$ cat src/rtl/itaf_pkg.sv
// Shared types, codes and character constants for the integer-to-ASCII formatter.
package itaf_pkg;

  // base_sel codes; any other code formats as hexadecimal
  localparam logic [1:0] BASE_OCT = 2'd0;
  localparam logic [1:0] BASE_DEC = 2'd1;

  localparam logic [7:0] CH_SPACE = 8'h20;
  localparam logic [7:0] CH_PLUS  = 8'h2B;
  localparam logic [7:0] CH_MINUS = 8'h2D;
  localparam logic [7:0] CH_ZERO  = 8'h30;
  localparam logic [7:0] CH_X     = 8'h58;
  localparam logic [7:0] LC_MASK  = 8'h20;

  localparam logic [7:0] HEX_DIGITS [16] = '{
    8'h30, 8'h31, 8'h32, 8'h33, 8'h34, 8'h35, 8'h36, 8'h37,
    8'h38, 8'h39, 8'h41, 8'h42, 8'h43, 8'h44, 8'h45, 8'h46
  };

  typedef enum logic [3:0] {
    S_IDLE,
    S_PREP,
    S_CONV,
    S_NORM,
    S_SETUP,
    S_LEAD,
    S_SIGN,
    S_PFX0,
    S_PFXX,
    S_ZERO,
    S_DIG,
    S_TRAIL
  } state_e;

  // which text segment a character belongs to
  typedef enum logic [2:0] {
    SEL_LEAD,
    SEL_SIGN,
    SEL_PFX0,
    SEL_PFXX,
    SEL_ZERO,
    SEL_DIG,
    SEL_TRAIL
  } chr_sel_e;

  typedef struct packed {
    logic     load;
    logic     prep;
    logic     conv_step;
    logic     norm_step;
    logic     setup;
    logic     emit;
    logic     last;
    chr_sel_e sel;
  } ctl_cmd_t;

  typedef struct packed {
    logic       is_dec;
    logic       conv_done;
    logic       norm_done;
    logic       has_sign;
    logic [1:0] pfx_len;
    logic       lead_nz;
    logic       lead_one;
    logic       zero_nz;
    logic       zero_one;
    logic       dig_one;
    logic       trail_nz;
    logic       trail_one;
    logic       out_free;
  } dp_sts_t;

  function automatic logic [7:0] hex_char(input logic [3:0] d);
    return HEX_DIGITS[d];
  endfunction

endpackage

$ cat src/rtl/itaf_dp.sv
// Datapath: magnitude, digit conversion, segment counters and output register.
module itaf_dp #(
  parameter int VALUE_BITS = 32,
  parameter int MAX_FIELD  = 60
) (
  input  logic                   clk_i,
  input  logic                   rst_ni,
  input  itaf_pkg::ctl_cmd_t     cmd_i,
  output itaf_pkg::dp_sts_t      sts_o,
  input  logic [VALUE_BITS-1:0]  value_i,
  input  logic [1:0]             base_sel_i,
  input  logic [5:0]             text_width_i,
  input  logic [5:0]             min_digits_i,
  input  logic                   left_justify_i,
  input  logic                   zero_pad_i,
  input  logic                   show_plus_i,
  input  logic                   space_sign_i,
  input  logic                   alt_prefix_i,
  input  logic                   lower_case_i,
  input  logic                   is_signed_i,
  output logic                   out_valid_o,
  input  logic                   out_stall_i,
  output logic [7:0]             out_char_o,
  output logic                   last_char_o
);

  localparam int ND  = (VALUE_BITS + 2) / 3;   // octal digits, covers every base
  localparam int NH  = (VALUE_BITS + 3) / 4;
  localparam int DCW = $clog2(ND + 1);
  localparam int CW  = $clog2(MAX_FIELD + 1);
  localparam int CNW = $clog2(VALUE_BITS);
  localparam int SW  = ((CW > DCW) ? CW : DCW) + 2;

  logic [VALUE_BITS-1:0] mag_q, mag_d;
  logic [4*ND-1:0]       digits_q, digits_d;
  logic [CNW-1:0]        conv_cnt_q, conv_cnt_d;
  logic [DCW-1:0]        dig_cnt_q, dig_cnt_d;
  logic [CW-1:0]         width_q, width_d;
  logic [CW-1:0]         prec_q, prec_d;
  logic                  left_q, left_d;
  logic                  zpad_q, zpad_d;
  logic                  has_sign_q, has_sign_d;
  logic [7:0]            sign_char_q, sign_char_d;
  logic [1:0]            pfx_len_q, pfx_len_d;
  logic                  is_dec_q, is_dec_d;
  logic                  is_hex_q, is_hex_d;
  logic [7:0]            lc_q, lc_d;
  logic [CW-1:0]         lead_cnt_q, lead_cnt_d;
  logic [CW-1:0]         zero_cnt_q, zero_cnt_d;
  logic [CW-1:0]         trail_cnt_q, trail_cnt_d;
  logic                  out_valid_q, out_valid_d;
  logic [7:0]            out_char_q, out_char_d;
  logic                  out_last_q, out_last_d;

  logic [3*ND-1:0] oct_src;
  logic [4*NH-1:0] hex_src;
  logic [4*ND-1:0] oct_lanes, hex_lanes, dab_lanes;
  logic [3:0]      top_dig;
  logic            neg;
  logic            out_free;
  logic [SW-1:0]   prec_s, pad_s, pad_pos, pz_s, zp_s;
  logic [7:0]      chr;

  assign oct_src = (3*ND)'(mag_q);
  assign hex_src = (4*NH)'(mag_q);
  // hex nibbles already sit in lane order; upper lanes are zero
  assign hex_lanes = (4*ND)'(hex_src);
  assign top_dig = digits_q[4*ND-1 -: 4];
  assign neg     = is_signed_i & value_i[VALUE_BITS-1];
  assign out_free = !out_valid_q || !out_stall_i;

  always_comb begin
    for (int i = 0; i < ND; i++) begin
      oct_lanes[4*i +: 4] = {1'b0, oct_src[3*i +: 3]};
      // shift-add-3 correction per decimal digit
      dab_lanes[4*i +: 4] = (digits_q[4*i +: 4] >= 4'd5) ? digits_q[4*i +: 4] + 4'd3
                                                         : digits_q[4*i +: 4];
    end
  end

  // padding arithmetic; the sign bit of pad_s flags a negative pad
  always_comb begin
    prec_s  = (SW'(prec_q) > SW'(dig_cnt_q)) ? SW'(prec_q) : SW'(dig_cnt_q);
    pad_s   = SW'(width_q) - SW'(has_sign_q) - SW'(pfx_len_q) - prec_s;
    pad_pos = pad_s[SW-1] ? '0 : pad_s;
    pz_s    = prec_s - SW'(dig_cnt_q);
    zp_s    = (zpad_q && !left_q) ? pad_pos : '0;
  end

  always_comb begin
    unique case (cmd_i.sel)
      itaf_pkg::SEL_LEAD:  chr = itaf_pkg::CH_SPACE;
      itaf_pkg::SEL_SIGN:  chr = sign_char_q;
      itaf_pkg::SEL_PFX0:  chr = itaf_pkg::CH_ZERO;
      itaf_pkg::SEL_PFXX:  chr = itaf_pkg::CH_X | lc_q;
      itaf_pkg::SEL_ZERO:  chr = itaf_pkg::CH_ZERO;
      itaf_pkg::SEL_DIG:   chr = itaf_pkg::hex_char(top_dig) | lc_q;
      itaf_pkg::SEL_TRAIL: chr = itaf_pkg::CH_SPACE;
      default:             chr = itaf_pkg::CH_SPACE;
    endcase
  end

  always_comb begin
    mag_d       = mag_q;
    digits_d    = digits_q;
    conv_cnt_d  = conv_cnt_q;
    dig_cnt_d   = dig_cnt_q;
    width_d     = width_q;
    prec_d      = prec_q;
    left_d      = left_q;
    zpad_d      = zpad_q;
    has_sign_d  = has_sign_q;
    sign_char_d = sign_char_q;
    pfx_len_d   = pfx_len_q;
    is_dec_d    = is_dec_q;
    is_hex_d    = is_hex_q;
    lc_d        = lc_q;
    lead_cnt_d  = lead_cnt_q;
    zero_cnt_d  = zero_cnt_q;
    trail_cnt_d = trail_cnt_q;
    out_valid_d = out_valid_q;
    out_char_d  = out_char_q;
    out_last_d  = out_last_q;

    if (cmd_i.load) begin
      mag_d      = neg ? (~value_i + 1'b1) : value_i;
      has_sign_d = is_signed_i & (neg | show_plus_i | space_sign_i);
      if (neg) begin
        sign_char_d = itaf_pkg::CH_MINUS;
      end else if (show_plus_i) begin
        sign_char_d = itaf_pkg::CH_PLUS;
      end else begin
        sign_char_d = itaf_pkg::CH_SPACE;
      end
      is_dec_d  = (base_sel_i == itaf_pkg::BASE_DEC);
      is_hex_d  = (base_sel_i != itaf_pkg::BASE_DEC) && (base_sel_i != itaf_pkg::BASE_OCT);
      pfx_len_d = !alt_prefix_i ? 2'd0 :
                  (base_sel_i == itaf_pkg::BASE_OCT) ? 2'd1 :
                  (base_sel_i == itaf_pkg::BASE_DEC) ? 2'd0 : 2'd2;
      width_d = (text_width_i > 6'(MAX_FIELD)) ? CW'(MAX_FIELD) : CW'(text_width_i);
      prec_d  = (min_digits_i > 6'(MAX_FIELD)) ? CW'(MAX_FIELD) : CW'(min_digits_i);
      left_d  = left_justify_i;
      zpad_d  = zero_pad_i & ~left_justify_i;
      lc_d    = lower_case_i ? itaf_pkg::LC_MASK : 8'h00;
    end

    if (cmd_i.prep) begin
      dig_cnt_d  = DCW'(ND);
      conv_cnt_d = '0;
      if (is_dec_q) begin
        digits_d = '0;
      end else if (is_hex_q) begin
        digits_d = hex_lanes;
      end else begin
        digits_d = oct_lanes;
      end
    end

    if (cmd_i.conv_step) begin
      digits_d   = {dab_lanes[4*ND-2:0], mag_q[VALUE_BITS-1]};
      mag_d      = mag_q << 1;
      conv_cnt_d = conv_cnt_q + 1'b1;
    end

    // drop leading zero digits so the top lane is the first to print
    if (cmd_i.norm_step) begin
      digits_d  = digits_q << 4;
      dig_cnt_d = dig_cnt_q - 1'b1;
    end

    if (cmd_i.setup) begin
      lead_cnt_d  = (!zpad_q && !left_q) ? CW'(pad_pos) : '0;
      zero_cnt_d  = CW'(zp_s + pz_s);
      trail_cnt_d = left_q ? CW'(pad_pos) : '0;
    end

    if (cmd_i.emit) begin
      out_valid_d = 1'b1;
      out_char_d  = chr;
      out_last_d  = cmd_i.last;
      unique case (cmd_i.sel)
        itaf_pkg::SEL_LEAD:  lead_cnt_d  = lead_cnt_q - 1'b1;
        itaf_pkg::SEL_ZERO:  zero_cnt_d  = zero_cnt_q - 1'b1;
        itaf_pkg::SEL_TRAIL: trail_cnt_d = trail_cnt_q - 1'b1;
        itaf_pkg::SEL_DIG: begin
          digits_d  = digits_q << 4;
          dig_cnt_d = dig_cnt_q - 1'b1;
        end
        default: ;
      endcase
    end else if (!out_stall_i) begin
      out_valid_d = 1'b0;
    end
  end

  always_ff @(posedge clk_i or negedge rst_ni) begin
    if (!rst_ni) begin
      out_valid_q <= 1'b0;
    end else begin
      out_valid_q <= out_valid_d;
    end
  end

  always_ff @(posedge clk_i) begin
    mag_q       <= mag_d;
    digits_q    <= digits_d;
    conv_cnt_q  <= conv_cnt_d;
    dig_cnt_q   <= dig_cnt_d;
    width_q     <= width_d;
    prec_q      <= prec_d;
    left_q      <= left_d;
    zpad_q      <= zpad_d;
    has_sign_q  <= has_sign_d;
    sign_char_q <= sign_char_d;
    pfx_len_q   <= pfx_len_d;
    is_dec_q    <= is_dec_d;
    is_hex_q    <= is_hex_d;
    lc_q        <= lc_d;
    lead_cnt_q  <= lead_cnt_d;
    zero_cnt_q  <= zero_cnt_d;
    trail_cnt_q <= trail_cnt_d;
    out_char_q  <= out_char_d;
    out_last_q  <= out_last_d;
  end

  always_comb begin
    sts_o.is_dec    = is_dec_q;
    sts_o.conv_done = (conv_cnt_q == CNW'(VALUE_BITS - 1));
    sts_o.norm_done = (dig_cnt_q == DCW'(1)) || (top_dig != 4'd0);
    sts_o.has_sign  = has_sign_q;
    sts_o.pfx_len   = pfx_len_q;
    sts_o.lead_nz   = (lead_cnt_q != '0);
    sts_o.lead_one  = (lead_cnt_q == CW'(1));
    sts_o.zero_nz   = (zero_cnt_q != '0);
    sts_o.zero_one  = (zero_cnt_q == CW'(1));
    sts_o.dig_one   = (dig_cnt_q == DCW'(1));
    sts_o.trail_nz  = (trail_cnt_q != '0);
    sts_o.trail_one = (trail_cnt_q == CW'(1));
    sts_o.out_free  = out_free;
  end

  assign out_valid_o = out_valid_q;
  assign out_char_o  = out_char_q;
  assign last_char_o = out_last_q;

endmodule

$ cat src/rtl/itaf_ctrl.sv
// Controller: sequences load, conversion, normalization and the text segments.
module itaf_ctrl (
  input  logic                clk_i,
  input  logic                rst_ni,
  input  logic                in_valid_i,
  output logic                in_stall_o,
  input  itaf_pkg::dp_sts_t   sts_i,
  output itaf_pkg::ctl_cmd_t  cmd_o
);

  itaf_pkg::state_e state_q, state_d;

  // first nonempty segment from the given point onward
  function automatic itaf_pkg::state_e from_zero(input itaf_pkg::dp_sts_t st);
    return st.zero_nz ? itaf_pkg::S_ZERO : itaf_pkg::S_DIG;
  endfunction

  function automatic itaf_pkg::state_e from_pfx0(input itaf_pkg::dp_sts_t st);
    return (st.pfx_len != 2'd0) ? itaf_pkg::S_PFX0 : from_zero(st);
  endfunction

  function automatic itaf_pkg::state_e from_sign(input itaf_pkg::dp_sts_t st);
    return st.has_sign ? itaf_pkg::S_SIGN : from_pfx0(st);
  endfunction

  always_ff @(posedge clk_i or negedge rst_ni) begin
    if (!rst_ni) begin
      state_q <= itaf_pkg::S_IDLE;
    end else begin
      state_q <= state_d;
    end
  end

  always_comb begin
    state_d         = state_q;
    cmd_o           = '0;
    cmd_o.sel       = itaf_pkg::SEL_DIG;
    in_stall_o      = (state_q != itaf_pkg::S_IDLE);

    unique case (state_q)
      itaf_pkg::S_IDLE: begin
        if (in_valid_i) begin
          cmd_o.load = 1'b1;
          state_d    = itaf_pkg::S_PREP;
        end
      end
      itaf_pkg::S_PREP: begin
        cmd_o.prep = 1'b1;
        state_d    = sts_i.is_dec ? itaf_pkg::S_CONV : itaf_pkg::S_NORM;
      end
      itaf_pkg::S_CONV: begin
        cmd_o.conv_step = 1'b1;
        if (sts_i.conv_done) state_d = itaf_pkg::S_NORM;
      end
      itaf_pkg::S_NORM: begin
        if (sts_i.norm_done) begin
          state_d = itaf_pkg::S_SETUP;
        end else begin
          cmd_o.norm_step = 1'b1;
        end
      end
      itaf_pkg::S_SETUP: begin
        cmd_o.setup = 1'b1;
        state_d     = itaf_pkg::S_LEAD;
      end
      itaf_pkg::S_LEAD: begin
        cmd_o.sel = itaf_pkg::SEL_LEAD;
        if (!sts_i.lead_nz) begin
          state_d = from_sign(sts_i);
        end else if (sts_i.out_free) begin
          cmd_o.emit = 1'b1;
          if (sts_i.lead_one) state_d = from_sign(sts_i);
        end
      end
      itaf_pkg::S_SIGN: begin
        cmd_o.sel = itaf_pkg::SEL_SIGN;
        if (sts_i.out_free) begin
          cmd_o.emit = 1'b1;
          state_d    = from_pfx0(sts_i);
        end
      end
      itaf_pkg::S_PFX0: begin
        cmd_o.sel = itaf_pkg::SEL_PFX0;
        if (sts_i.out_free) begin
          cmd_o.emit = 1'b1;
          state_d    = (sts_i.pfx_len == 2'd2) ? itaf_pkg::S_PFXX : from_zero(sts_i);
        end
      end
      itaf_pkg::S_PFXX: begin
        cmd_o.sel = itaf_pkg::SEL_PFXX;
        if (sts_i.out_free) begin
          cmd_o.emit = 1'b1;
          state_d    = from_zero(sts_i);
        end
      end
      itaf_pkg::S_ZERO: begin
        cmd_o.sel = itaf_pkg::SEL_ZERO;
        if (sts_i.out_free) begin
          cmd_o.emit = 1'b1;
          if (sts_i.zero_one) state_d = itaf_pkg::S_DIG;
        end
      end
      itaf_pkg::S_DIG: begin
        cmd_o.sel = itaf_pkg::SEL_DIG;
        if (sts_i.out_free) begin
          cmd_o.emit = 1'b1;
          cmd_o.last = sts_i.dig_one & ~sts_i.trail_nz;
          if (sts_i.dig_one) begin
            state_d = sts_i.trail_nz ? itaf_pkg::S_TRAIL : itaf_pkg::S_IDLE;
          end
        end
      end
      itaf_pkg::S_TRAIL: begin
        cmd_o.sel = itaf_pkg::SEL_TRAIL;
        if (sts_i.out_free) begin
          cmd_o.emit = 1'b1;
          cmd_o.last = sts_i.trail_one;
          if (sts_i.trail_one) state_d = itaf_pkg::S_IDLE;
        end
      end
      default: begin
        state_d = itaf_pkg::S_IDLE;
      end
    endcase
  end

endmodule

$ cat src/rtl/integer_to_ascii_formatter.sv
// Top level of the printf-style integer-to-ASCII formatter.
// Takes one value with its format options per item and returns the text one
// character per output item, last_char_o marking the final one. One item at a
// time is in work: the next is taken once the last character of the previous
// one sits in the output register. An item goes through load, preparation,
// shift-add-3 conversion for decimal (one bit per cycle), a scan that drops
// leading zero digits, setup of the segment counters and then the text, which
// waits while the output side stalls. Octal and hex skip the conversion loop.
module integer_to_ascii_formatter #(
  parameter int VALUE_BITS = 32,
  parameter int MAX_FIELD  = 60
) (
  input  logic                  clk_i,
  input  logic                  rst_ni,
  input  logic                  in_valid_i,
  output logic                  in_stall_o,
  input  logic [VALUE_BITS-1:0] value_i,
  input  logic [1:0]            base_sel_i,
  input  logic [5:0]            text_width_i,
  input  logic [5:0]            min_digits_i,
  input  logic                  left_justify_i,
  input  logic                  zero_pad_i,
  input  logic                  show_plus_i,
  input  logic                  space_sign_i,
  input  logic                  alt_prefix_i,
  input  logic                  lower_case_i,
  input  logic                  is_signed_i,
  output logic                  out_valid_o,
  input  logic                  out_stall_i,
  output logic [7:0]            out_char_o,
  output logic                  last_char_o
);

  itaf_pkg::ctl_cmd_t cmd;
  itaf_pkg::dp_sts_t  sts;

  itaf_ctrl u_ctrl (
    .clk_i      (clk_i),
    .rst_ni     (rst_ni),
    .in_valid_i (in_valid_i),
    .in_stall_o (in_stall_o),
    .sts_i      (sts),
    .cmd_o      (cmd)
  );

  itaf_dp #(
    .VALUE_BITS (VALUE_BITS),
    .MAX_FIELD  (MAX_FIELD)
  ) u_dp (
    .clk_i          (clk_i),
    .rst_ni         (rst_ni),
    .cmd_i          (cmd),
    .sts_o          (sts),
    .value_i        (value_i),
    .base_sel_i     (base_sel_i),
    .text_width_i   (text_width_i),
    .min_digits_i   (min_digits_i),
    .left_justify_i (left_justify_i),
    .zero_pad_i     (zero_pad_i),
    .show_plus_i    (show_plus_i),
    .space_sign_i   (space_sign_i),
    .alt_prefix_i   (alt_prefix_i),
    .lower_case_i   (lower_case_i),
    .is_signed_i    (is_signed_i),
    .out_valid_o    (out_valid_o),
    .out_stall_i    (out_stall_i),
    .out_char_o     (out_char_o),
    .last_char_o    (last_char_o)
  );

  // a character is only written into a free output register
  a_emit_free: assert property (@(posedge clk_i) disable iff (!rst_ni)
    cmd.emit |-> sts.out_free)
    else $error("character written into an occupied output register");

  // the last character comes from the digits or the trailing spaces
  a_last_seg: assert property (@(posedge clk_i) disable iff (!rst_ni)
    cmd.last |-> cmd.emit && (cmd.sel == itaf_pkg::SEL_DIG || cmd.sel == itaf_pkg::SEL_TRAIL))
    else $error("last flag outside the final segment");

  // after the final character the block takes a new item at once
  a_last_idle: assert property (@(posedge clk_i) disable iff (!rst_ni)
    cmd.emit && cmd.last |=> !in_stall_o)
    else $error("not ready after the final character");

  // a freshly accepted item emits nothing before its conversion
  a_accept_quiet: assert property (@(posedge clk_i) disable iff (!rst_ni)
    in_valid_i && !in_stall_o |=> in_stall_o && !cmd.emit)
    else $error("character emitted right after accept");

endmodule
$ cat config.mk
export PLATFORM = sky130hd
export DESIGN_NAME = integer_to_ascii_formatter
export DESIGN_NICKNAME = d
export VERILOG_FILES = /design/src/rtl/itaf_pkg.sv /design/src/rtl/itaf_dp.sv /design/src/rtl/itaf_ctrl.sv /design/src/rtl/integer_to_ascii_formatter.sv
export SDC_FILE = /design/constraint.sdc
export NUM_CORES = 1
export LEC_CHECK = 0
export BUFFER_PORTS_ARGS = -buffer_cell sky130_fd_sc_hd__buf_2
export CORE_MARGIN = 4
export CORE_UTILIZATION = 35
export CTS_BUF_LIST = sky130_fd_sc_hd__clkbuf_8
export CTS_CLUSTER_SIZE = 14
export DETAILED_ROUTE_END_ITERATION = 8
export PLACE_DENSITY = 0.49
export SYNTH_ARGS = -nofsm -noshare
export SYNTH_HDL_FRONTEND = slang
export SYNTH_SLANG_ARGS = --single-unit
$ cat constraint.sdc
create_clock -name clk_i -period 7.6 [get_ports clk_i]
set_input_delay 0.76 -clock clk_i [delete_from_list [all_inputs] [get_ports clk_i]]
set_output_delay 0.76 -clock clk_i [all_outputs]
set_load 0.1 [all_outputs]
## Word-level counts from Yosys, hierarchy flattened

Memories as Yosys holds them, arrays and structs flattened.
Index checks and enable logic that the tools add are counted.

| operators by class | value |
|---|---|
| div/mod/pow operators | 0 |
| $add $sub $neg | 22 |
| $lt $le $gt $ge | 15 |
| shift-type cells | 0 |
| equal/unequal tests | 40 |
| bitwise gates (word level) | 12 |
| reduce and logical (&&, ||, !) cells | 25 |
| multiplexer cells | 86 |
| $mul | 0 |

Operators by type and width:

| cell | count |
|---|---|
| $mux 44 | 6 |
| $mux 4 | 34 |
| $mux 32 | 3 |
| $mux 6 | 15 |
| $pmux 4 s12 | 1 |
| $ge 4x3->1 const B | 11 |
| $mux 42 | 1 |
| $add 4x2->4 const B | 10 |
| $add 32x1->32 const B | 1 |
| $not 32->32 | 1 |
| $pmux 8 s4 | 1 |
| $ne 2x1->1 const B | 10 |
| $eq 6x1->1 const B | 3 |
| $pmux 3 s6 | 1 |
| $reduce_bool 6->1 | 3 |
| $sub 6x1->6 const B | 3 |
| $eq 4x3->1 const B | 4 |
| $eq 4x4->1 const B | 4 |
| $mux 8 | 2 |
| $reduce_and 14->1 | 1 |
| $mux 1 | 13 |
| $gt 6x6->1 const B | 2 |
| $mux 5 | 2 |
| $eq 3x3->1 const B | 3 |
| 39 further kinds | 65 |

| storage, ports and cells | value |
|---|---|
| bits in registers | 152 |
| memories | 1 |
| latch bits | 0 |
| word-level logic and storage cells | 224 |
| RAM bits | 0 |
| output and inout bits | 11 |
| input bits | 57 |
| ROM bits | 128 |

Memory list:

| name | words | width | read ports | clocked after Yosys merged registers in | write ports | RTL line | source |
|---|---|---|---|---|---|---|---|
| (name not given) | 16 | 8 | 1 | 0 | 0 | itaf_pkg.sv:74 | `return HEX_DIGITS[d];` |

## Logic depth before layout (Yosys ltp)

Gate-level depths: netlist of run 1.

| depth | value |
|---|---|
| depth after elaboration | 9 |
| depth in mapped cells | 26 |
| mapped depth without buffers | 26 |

## By module

A second synthesis of run 1 with hierarchy kept.

| second synthesis, totals | value |
|---|---|
| cell total of the unflattened synthesis | 1127 |
| area total of the unflattened synthesis | 9584.2 um^2 |

Modules (own cells, without submodules):

| module | seq. area each (um^2) | cells an instance | area an instance (um^2) | times used |
|---|---|---|---|---|
| itaf_dp | 3378.2 | 1041 | 8971.1 | 1 |
| itaf_ctrl | 100.1 | 86 | 613.1 | 1 |

## Worst setup path before layout of run 1

Ideal clock, no wire load.

| path | value |
|---|---|
| path kind | reg-to-reg |
| start | register u_dp.dig_cnt_q[1] |
| end | register u_dp.zero_cnt_q[5] |
| setup time | 0.124 ns |
| period minus slack after synthesis | 5.506 ns |
| required time | 7.476 ns |
| setup slack | 2.094 ns |
| buffers on the path | 1 |
| data arrival time | 5.382 ns |
| stages on the path, launching flop included | 26 |
| cells stage by stage | dfxtp_1 inv_1 ha_1 nor2b_1 o21ai_0 a21oi_1 a2111oi_4 mux2_2 ha_1 inv_1 ha_1 nor2b_1 o21ai_0 o21ai_1 a31oi_1 xnor2_1 buf_2 nor3_1 fa_1 ha_1 a211oi_1 o21bai_1 a21oi_1 xnor2_1 o211a_1 nor3_1 |

| between the ends | value |
|---|---|
| longest elaborated chain between the ends | 9 |
| elaborated cells on any way between the ends | 10 |
| classes of those cells | 3 x add/sub; 1 x order compare; 6 x mux |

Ends and longest elaborated chain:

| item | RTL line | source |
|---|---|---|
| from (decl) | itaf_dp.sv:37 | `logic [DCW-1:0] dig_cnt_q, dig_cnt_d;` |
| from (signal assigned) | itaf_dp.sv:208 | `dig_cnt_q <= dig_cnt_d;` |
| $gt 6x4->1 | itaf_dp.sv:83 | `prec_s = (SW'(prec_q) > SW'(dig_cnt_q)) ? SW'(prec_q) : SW'(dig_cnt_q);` |
| $mux 6 | itaf_dp.sv:83 |  |
| $sub 8x6->8 | itaf_dp.sv:84 | `pad_s = SW'(width_q) - SW'(has_sign_q) - SW'(pfx_len_q) - prec_s;` |
| $mux 6 | itaf_dp.sv:85 | `pad_pos = pad_s[SW-1] ? '0 : pad_s;` |
| $mux 6 | itaf_dp.sv:87 | `zp_s = (zpad_q && !left_q) ? pad_pos : '0;` |
| $add 6x6->6 * | itaf_dp.sv:173 | `zero_cnt_d = CW'(zp_s + pz_s);` |
| $mux 6 * | itaf_dp.sv:171 | `if (cmd_i.setup) begin` |
| $mux 6 | itaf_dp.sv:181 | `unique case (cmd_i.sel)` |
| $mux 6 * | itaf_dp.sv:177 | `if (cmd_i.emit) begin` |
| named net u_dp.zero_cnt_d[5] | itaf_dp.sv:49 | `logic [CW-1:0] zero_cnt_q, zero_cnt_d;` |
| to (signal assigned) | itaf_dp.sv:220 | `zero_cnt_q <= zero_cnt_d;` |
| to (decl) | itaf_dp.sv:49 |  |

Mark *: on every way through the listed nets, which the timed path passes. The rest lies on a longest branch.
A chain may end at the register's enable or synchronous reset.

## Final worst setup path of run 1

| path | value |
|---|---|
| start | register u_dp.dig_cnt_q[2] |
| end | register u_dp.zero_cnt_q[5] |

Same word-level chain as after synthesis.

==> flow_summary.json, run 1 <==
{
  "track_usage_pct": 16.65,
  "yosysMostFrequentCell": "nor2_1",
  "rsz0062_at_grt": "false",
  "path_buf_inv": 1,
  "synth_area_mm2": 0.009492,
  "cts_buffer_depth": 2,
  "syn_avg_cell_area_um2": 8.652,
  "ys_ff_latch": 139,
  "io_pins": 68,
  "grt_util_met3_pct": 2.339,
  "antenna_left": 0,
  "synthDistinctLibCells": 69,
  "first_iter_violations": 537,
  "cp_common_cell": "ha_1",
  "grt_overflow": 0,
  "tightestPinTransition_ns": 1.117,
  "portBuffers": 66,
  "cp_slowest_cell": "xnor2_1",
  "critPathLaunchType": "flop",
  "hold_viol": 0,
  "final_net_count": 1248,
  "dpl_cell_area_mm2": 0.01005,
  "clk_pin_slew_ns": 0.08,
  "ff_latch_area_mm2": 0.003478,
  "async_reset_ff_share_pct": 3.597,
  "arrival_ns": 6.61,
  "synth.area.top_cells": "edfxtp_1, dfxtp_1, ha_1",
  "grt_start_max_net_pins": 83,
  "met2_usage_pct": 25.36,
  "yosys.area.top_type": "edfxtp_1",
  "setup_viol": 0,
  "ctsHtreeMaxLevel": 4,
  "use_met1_pct": 24.95,
  "vias_per_cell": 5.430,
  "fill_cells": 2757,
  "slew_viol_final": 0,
  "vias": 8042,
  "syn_nets": 1219,
  "timing.slew.headroom_pct": 25.52,
  "syn_inst": 1097,
  "dr.pass1.iters": 6,
  "status": "finished, final reports clean",
  "synth_edf_count": 67,
  "antenna_found_initial": 0,
  "fin_cells": 1481,
  "peakVddDrop_v": 0.0001698,
  "grt_pass1_vias": 7802,
  "wirelength_um": 24940,
  "drc": 0,
  "synth_commonest_cells": "nor2_1, o21ai_0, nand2_1",
  "fin_crit_sh_pct": 82.52,
  "p_leak_nw": 4.025,
  "core_area_mm2": 0.02680,
  "multiInputGateArea_mm2": 0.005459,
  "yosysWarnings": 0,
  "critPathMaxFanout": 13,
  "layout-drive-gt1-share_pct": 13.08,
  "tns_ns": 0,
  "grt.busiest_layer": "met2",
  "place_congestion": 0.8187,
  "wl_per_cell_um": 16.84,
  "design_area_mm2": 0.01045,
  "max_stage_delay_ns": 0.78,
  "die-area_mm2": 0.02982,
  "cp.required_ns": 7.94,
  "p_per_area_mw_per_mm2": 406.6,
  "hold_path_class": "in -> async",
  "die-width_um": 172.7,
  "cts.sinks": 139,
  "cts_root_buffer": "clkbuf_8",
  "rows": 60,
  "end_kind": "flop",
  "start_util_pct": 35.42,
  "cap_viol_max_count": 0,
  "synth_ff_type": "edfxtp_1",
  "worst_clock_skew_ns": 0.02303,
  "crit_family": "compound AO/OA/AOI/OAI gates",
  "whs_ns": 0.1065,
  "synth_top_area_share_pct": 21.20,
  "hold_buffers": 0,
  "syn_to_final_growth_pct": 10.07,
  "path_class": "reg -> reg",
  "clkLatencyLatePin_ns": 0.46,
  "cts_buffers": 17,
  "dp.cells": 1448,
  "setup_ws_ns": 1.329,
  "post_cts_buffers": 0,
  "ys_seq_area_share_pct": 36.65,
  "pre_cts_ws_ns": 1.292,
  "cts_resized": 0,
  "dp_hpwl_um": 17720,
  "cts_tree": "done",
  "grt_pass1_wl_um": 41070,
  "die_y_um": 172.7,
  "clock.fmax_mhz": 159.5,
  "period_needed_ns": 6.271
}
==> state kept, by name (all words and copies together), names as in the netlist, 2 cells and up <==
name	flops
u_ctrl.state_q	4
u_dp.trail_cnt_q	6
u_dp.dig_cnt_q	4
u_dp.sign_char_q	3
u_dp.conv_cnt_q	5
u_dp.width_q	6
u_dp.pfx_len_q	2
u_dp.prec_q	6
u_dp.lead_cnt_q	6
u_dp.hex_src	32
u_dp.zero_cnt_q	6
u_dp.out_char_o	7
u_dp.digits_q	44
==> final cells by class <==
cell class / count / area share, %
inverter: 73 / 2.623
clock inverter: 14 / 1.401
clock buffer: 18 / 2.371
multi-input combinational: 818 / 52.25
timing repair buffer: 77 / 3.952
tap: 341 / 4.084
sequential: 139 / 33.29
antenna: 1 / 0.02395
==> per-stage QoR <==
stage	power, mW	utilization, %
after floorplan	3.096	-
after global placement	3.628	37.50
after detailed placement	3.646	37.50
after CTS	4.277	38.97
after global routing	4.630	38.97
final	4.248	38.98
==> worst paths after layout <==
kind,slack (ns),cells past startpoint,to,from
max in group asynchronous,7.36,1,u_ctrl.state_q[3]$_DFFE_PN0P_,rst_ni
min in group clk_i,0.48,2,u_dp.hex_src[0]$_SDFFE_PP0P_,u_dp.hex_src[0]$_SDFFE_PP0P_
hold reg to reg,0.48,2,u_dp.hex_src[0]$_SDFFE_PP0P_,u_dp.hex_src[0]$_SDFFE_PP0P_
setup / recovery,1.33,25,u_dp.zero_cnt_q[5]$_DFF_P_,u_dp.dig_cnt_q[2]$_DFF_P_
hold / removal,0.11,1,u_ctrl.state_q[1]$_DFFE_PN0P_,rst_ni
setup reg to reg,1.33,25,u_dp.zero_cnt_q[5]$_DFF_P_,u_dp.dig_cnt_q[2]$_DFF_P_
==> layout by cell type (no fill, tap or decap), drive strengths merged, types with 22 or more instances in the layout <==
cell,Yosys,final
a21oi,79,79
buf,22,77
dfxtp,67,67
edfxtp,67,67
ha,60,60
inv,73,75
mux2,26,26
nand2,86,86
nand2b,22,22
nand3,22,22
nor2,104,104
nor3,48,48
o21ai,95,95
xnor2,43,43
xor2,28,28
==> logic make-up (layout without fill, tap and decap cells) <==
group                      after synthesis  in the layout  synth area share (%)
AOI/OAI and AO/OA                      300            300                 20.25
xor gates and xnor gates                71             71                 6.552
adders and majority gates               65             65                 8.964
buffers and inverters                  140            182                 5.945
DFF                                    139            139                 36.65
muxes                                   34             34                 3.928
other                                    1              2               0.03951
and+or+nand+nor                        347            347                 17.68
==> report_power, final <==
group | switching (mW) | leakage, nW | internal [mW]
Combinational | 1.32 | 2.58 | 0.827
Sequential | 0.349 | 1.25 | 1.14
Clock | 0.316 | 0.191 | 0.300
==> routing by layer <==
layer / part of all wire [%] / vias up / wire length [um]
met2: 44 / 182 / 10870
met5: 0 / - / 0
met1: 51 / 3824 / 12810
li1: - / 4014 / -
met4: 1.1 / 0 / 282
met3: 3.9 / 22 / 978
(Power assumes the default switching activity.)
==> run 2, diff against run 1 <==
- PLACE_DENSITY: 0.49 -> 0.51
- clock period: 7.6 -> 5.3 ns (I/O delays scaled with it)
==> run 2 against run 1 <==
  * Critical path depth increased by 1
  * Non-clock buffer count grew 21
  * Power rose by 48%
  * Critical path type unchanged
==> flow_summary.json, run 2 (synthesized netlist as in run 1, its figures left out) <==
{
  "syn_to_final_growth_pct": 13.56,
  "largest_reg_flops": 44,
  "cp_slowest_cell": "fa_1",
  "dr.pass1.iters": 5,
  "p_leak_nw": 4.157,
  "rsz0062_at_grt": "true",
  "setup_viol": 0,
  "core_area_mm2": 0.02680,
  "clkLatencyLatePin_ns": 0.46,
  "track_usage_pct": 16.29,
  "highest_layer": "met4",
  "peakVddDrop_v": 0.0001835,
  "rrSetupSlack_ns": 0.09,
  "ctsHtreeMaxLevel": 4,
  "fill_cells": 2657,
  "r2r-start": "u_dp.prec_q[3]$_SDFFCE_PN1P_",
  "arrival_ns": 5.56,
  "antenna_cells": 0,
  "die_y_um": 172.7,
  "drc": 0,
  "rows": 60,
  "regToRegEndpoint": "u_dp.zero_cnt_q[5]$_DFF_P_",
  "fin_cells": 1501,
  "cts_tree": "done",
  "design_area_mm2": 0.01078,
  "timing.slew.headroom_pct": 29.36,
  "start_util_pct": 35.42,
  "wirelength_um": 24880,
  "clock.fmax_mhz": 191.8,
  "layout_commonest_cell": "nor2_1",
  "io_pins": 68,
  "path_buf_inv": 4,
  "p_seq_share_pct": 34.7,
  "vias": 8075,
  "crit_family": "adder cells",
  "portBuffers": 66,
  "antenna_left": 0,
  "period_needed_ns": 5.214,
  "max_stage_delay_ns": 0.49,
  "hold_path_class": "in -> reg",
  "slew_viol_final": 0,
  "dp.cells": 1462,
  "critPathLaunchType": "flop",
  "tightestPinTransition_ns": 1.060,
  "critPathMaxFanout": 5,
  "dp_hpwl_um": 17760,
  "place_congestion": 0.8236,
  "met2WireLength_um": 10930,
  "p_per_area_mw_per_mm2": 584.6,
  "die-area_mm2": 0.02982,
  "hold_viol": 0,
  "layout-drive-gt1-share_pct": 16.90,
  "worst_clock_skew_ns": 0.01661,
  "power_frac_comb_pct": 51.6,
  "final_cell_mix": "nor2_1, o21ai_0, nand2_1, a21oi_1, inv_1",
  "wl_per_cell_um": 16.58,
  "dpl_cell_area_mm2": 0.01017,
  "netSwitchingPower_mw": 2.939,
  "p_int_mw": 3.363,
  "regMostFlops": "u_dp.digits_q",
  "cts_root_buffer": "clkbuf_8",
  "final_net_count": 1269,
  "whs_endpoint": "u_dp.lc_q[5]$_DFFE_PP_",
  "wl_met3_um": 931,
  "cp.required_ns": 5.65,
  "swShare_pct": 46.64,
  "hold_start": "lower_case_i",
  "grt_pass1_vias": 7682,
  "end_kind": "flop",
  "met1_length_um": 12800,
  "cts_buffers": 17,
  "path_class": "reg -> reg",
  "grt_overflow": 0,
  "grt_start_max_net_pins": 41,
  "first_iter_violations": 539,
  "cts_buffer_depth": 2,
  "clk_pin_slew_ns": 0.09,
  "fin_crit_sh_pct": 98.38,
  "ff2ff_path_depth": 26,
  "final_core_util_pct": 40.22,
  "die-width_um": 172.7,
  "total_power_mw": 6.302,
  "grt_pass1_wl_um": 40370,
  "worstHoldPathCells": 1,
  "clkPwrFrac_pct": 13.8,
  "status": "finished, final reports clean",
  "cts.sinks": 139,
  "antenna_found_initial": 0,
  "cap_viol_max_count": 0,
  "vias_per_cell": 5.380
}
==> run 2: cell count changes in the layout (fill, tap and decap cells not counted), sizes merged <==
cell,delta
clkbuf,-1
dlygate4sd3,+1
inv,+6
diode,-1
bufinv,-1
clkinv,-4
buf,+20
==> run 2: through the flow <==
| stage | setup TNS (ns) | hold WS, ns | setup slack [ns] |
|---|---|---|---|
| global route | -0.6763 | 0.2195 | -0.3087 |
| floorplan | 0 | 0.2344 | 0.003989 |
| global placement | 0 | 0.3527 | 0.06006 |
| detailed placement | -0.03188 | 0.3571 | -0.03188 |
| CTS | 0 | 0.2179 | 0.01385 |
| finish | 0 | 0.2524 | 0.08594 |
==> run 2: repair_timing <==
action                                  in CTS  in global routing
setup buffers                                2                  4
hold buffers                                 1                  0
gates resized for setup                      2                 32
endpoints found under the hold margin        5                  0
endpoints found under the setup margin       1                  5
pin swaps                                    4                 29
==> run 2: cell type report <==
type	count	area, um2	share of cell area (%)
multi-input combinational	818	5622	52.15
timing repair buffer	98	588.1	5.456
clock inverter	15	153.9	1.428
clock buffer	17	234.0	2.171
tap	341	426.7	3.958
inverter	73	274.0	2.542
sequential	139	3481	32.29
==> run 2: routing by layer <==
layer | GRT usage, % | vias up
met5 | 0 | -
met4 | 4.124 | 0
met3 | 2.580 | 18
met2 | 24.88 | 165
met1 | 24.15 | 3836
li1 | - | 4056
==> run 2: power by group through the flow <==
stage	Clock [mW]	Combinational (mW)	Sequential, mW
5_1_grt	0.946	3.63	2.25
3_5_place_dp	0	3.07	2.20
2_1_floorplan	0	2.30	2.15
6_report	0.868	3.25	2.18
3_3_place_gp	0	3.04	2.20
4_1_cts	0.899	3.10	2.17
==> run 2: worst max path at each step <==
stage | start | end | slack [ns] | cells past startpoint
global placement | u_dp.prec_q[1]$_SDFFCE_PN0P_ | u_dp.zero_cnt_q[5]$_DFF_P_ | 0.06 | 25
finish | u_dp.prec_q[3]$_SDFFCE_PN1P_ | u_dp.zero_cnt_q[5]$_DFF_P_ | 0.09 | 26
global route | u_dp.prec_q[0]$_SDFFCE_PN0P_ | u_dp.zero_cnt_q[5]$_DFF_P_ | -0.31 | 27
CTS | u_dp.prec_q[1]$_SDFFCE_PN0P_ | u_dp.zero_cnt_q[5]$_DFF_P_ | 0.01 | 27
floorplan | u_dp.dig_cnt_q[1]$_DFF_P_ | u_dp.zero_cnt_q[5]$_DFF_P_ | 0.004 | 26
detailed placement | u_dp.prec_q[1]$_SDFFCE_PN0P_ | u_dp.zero_cnt_q[5]$_DFF_P_ | -0.03 | 25
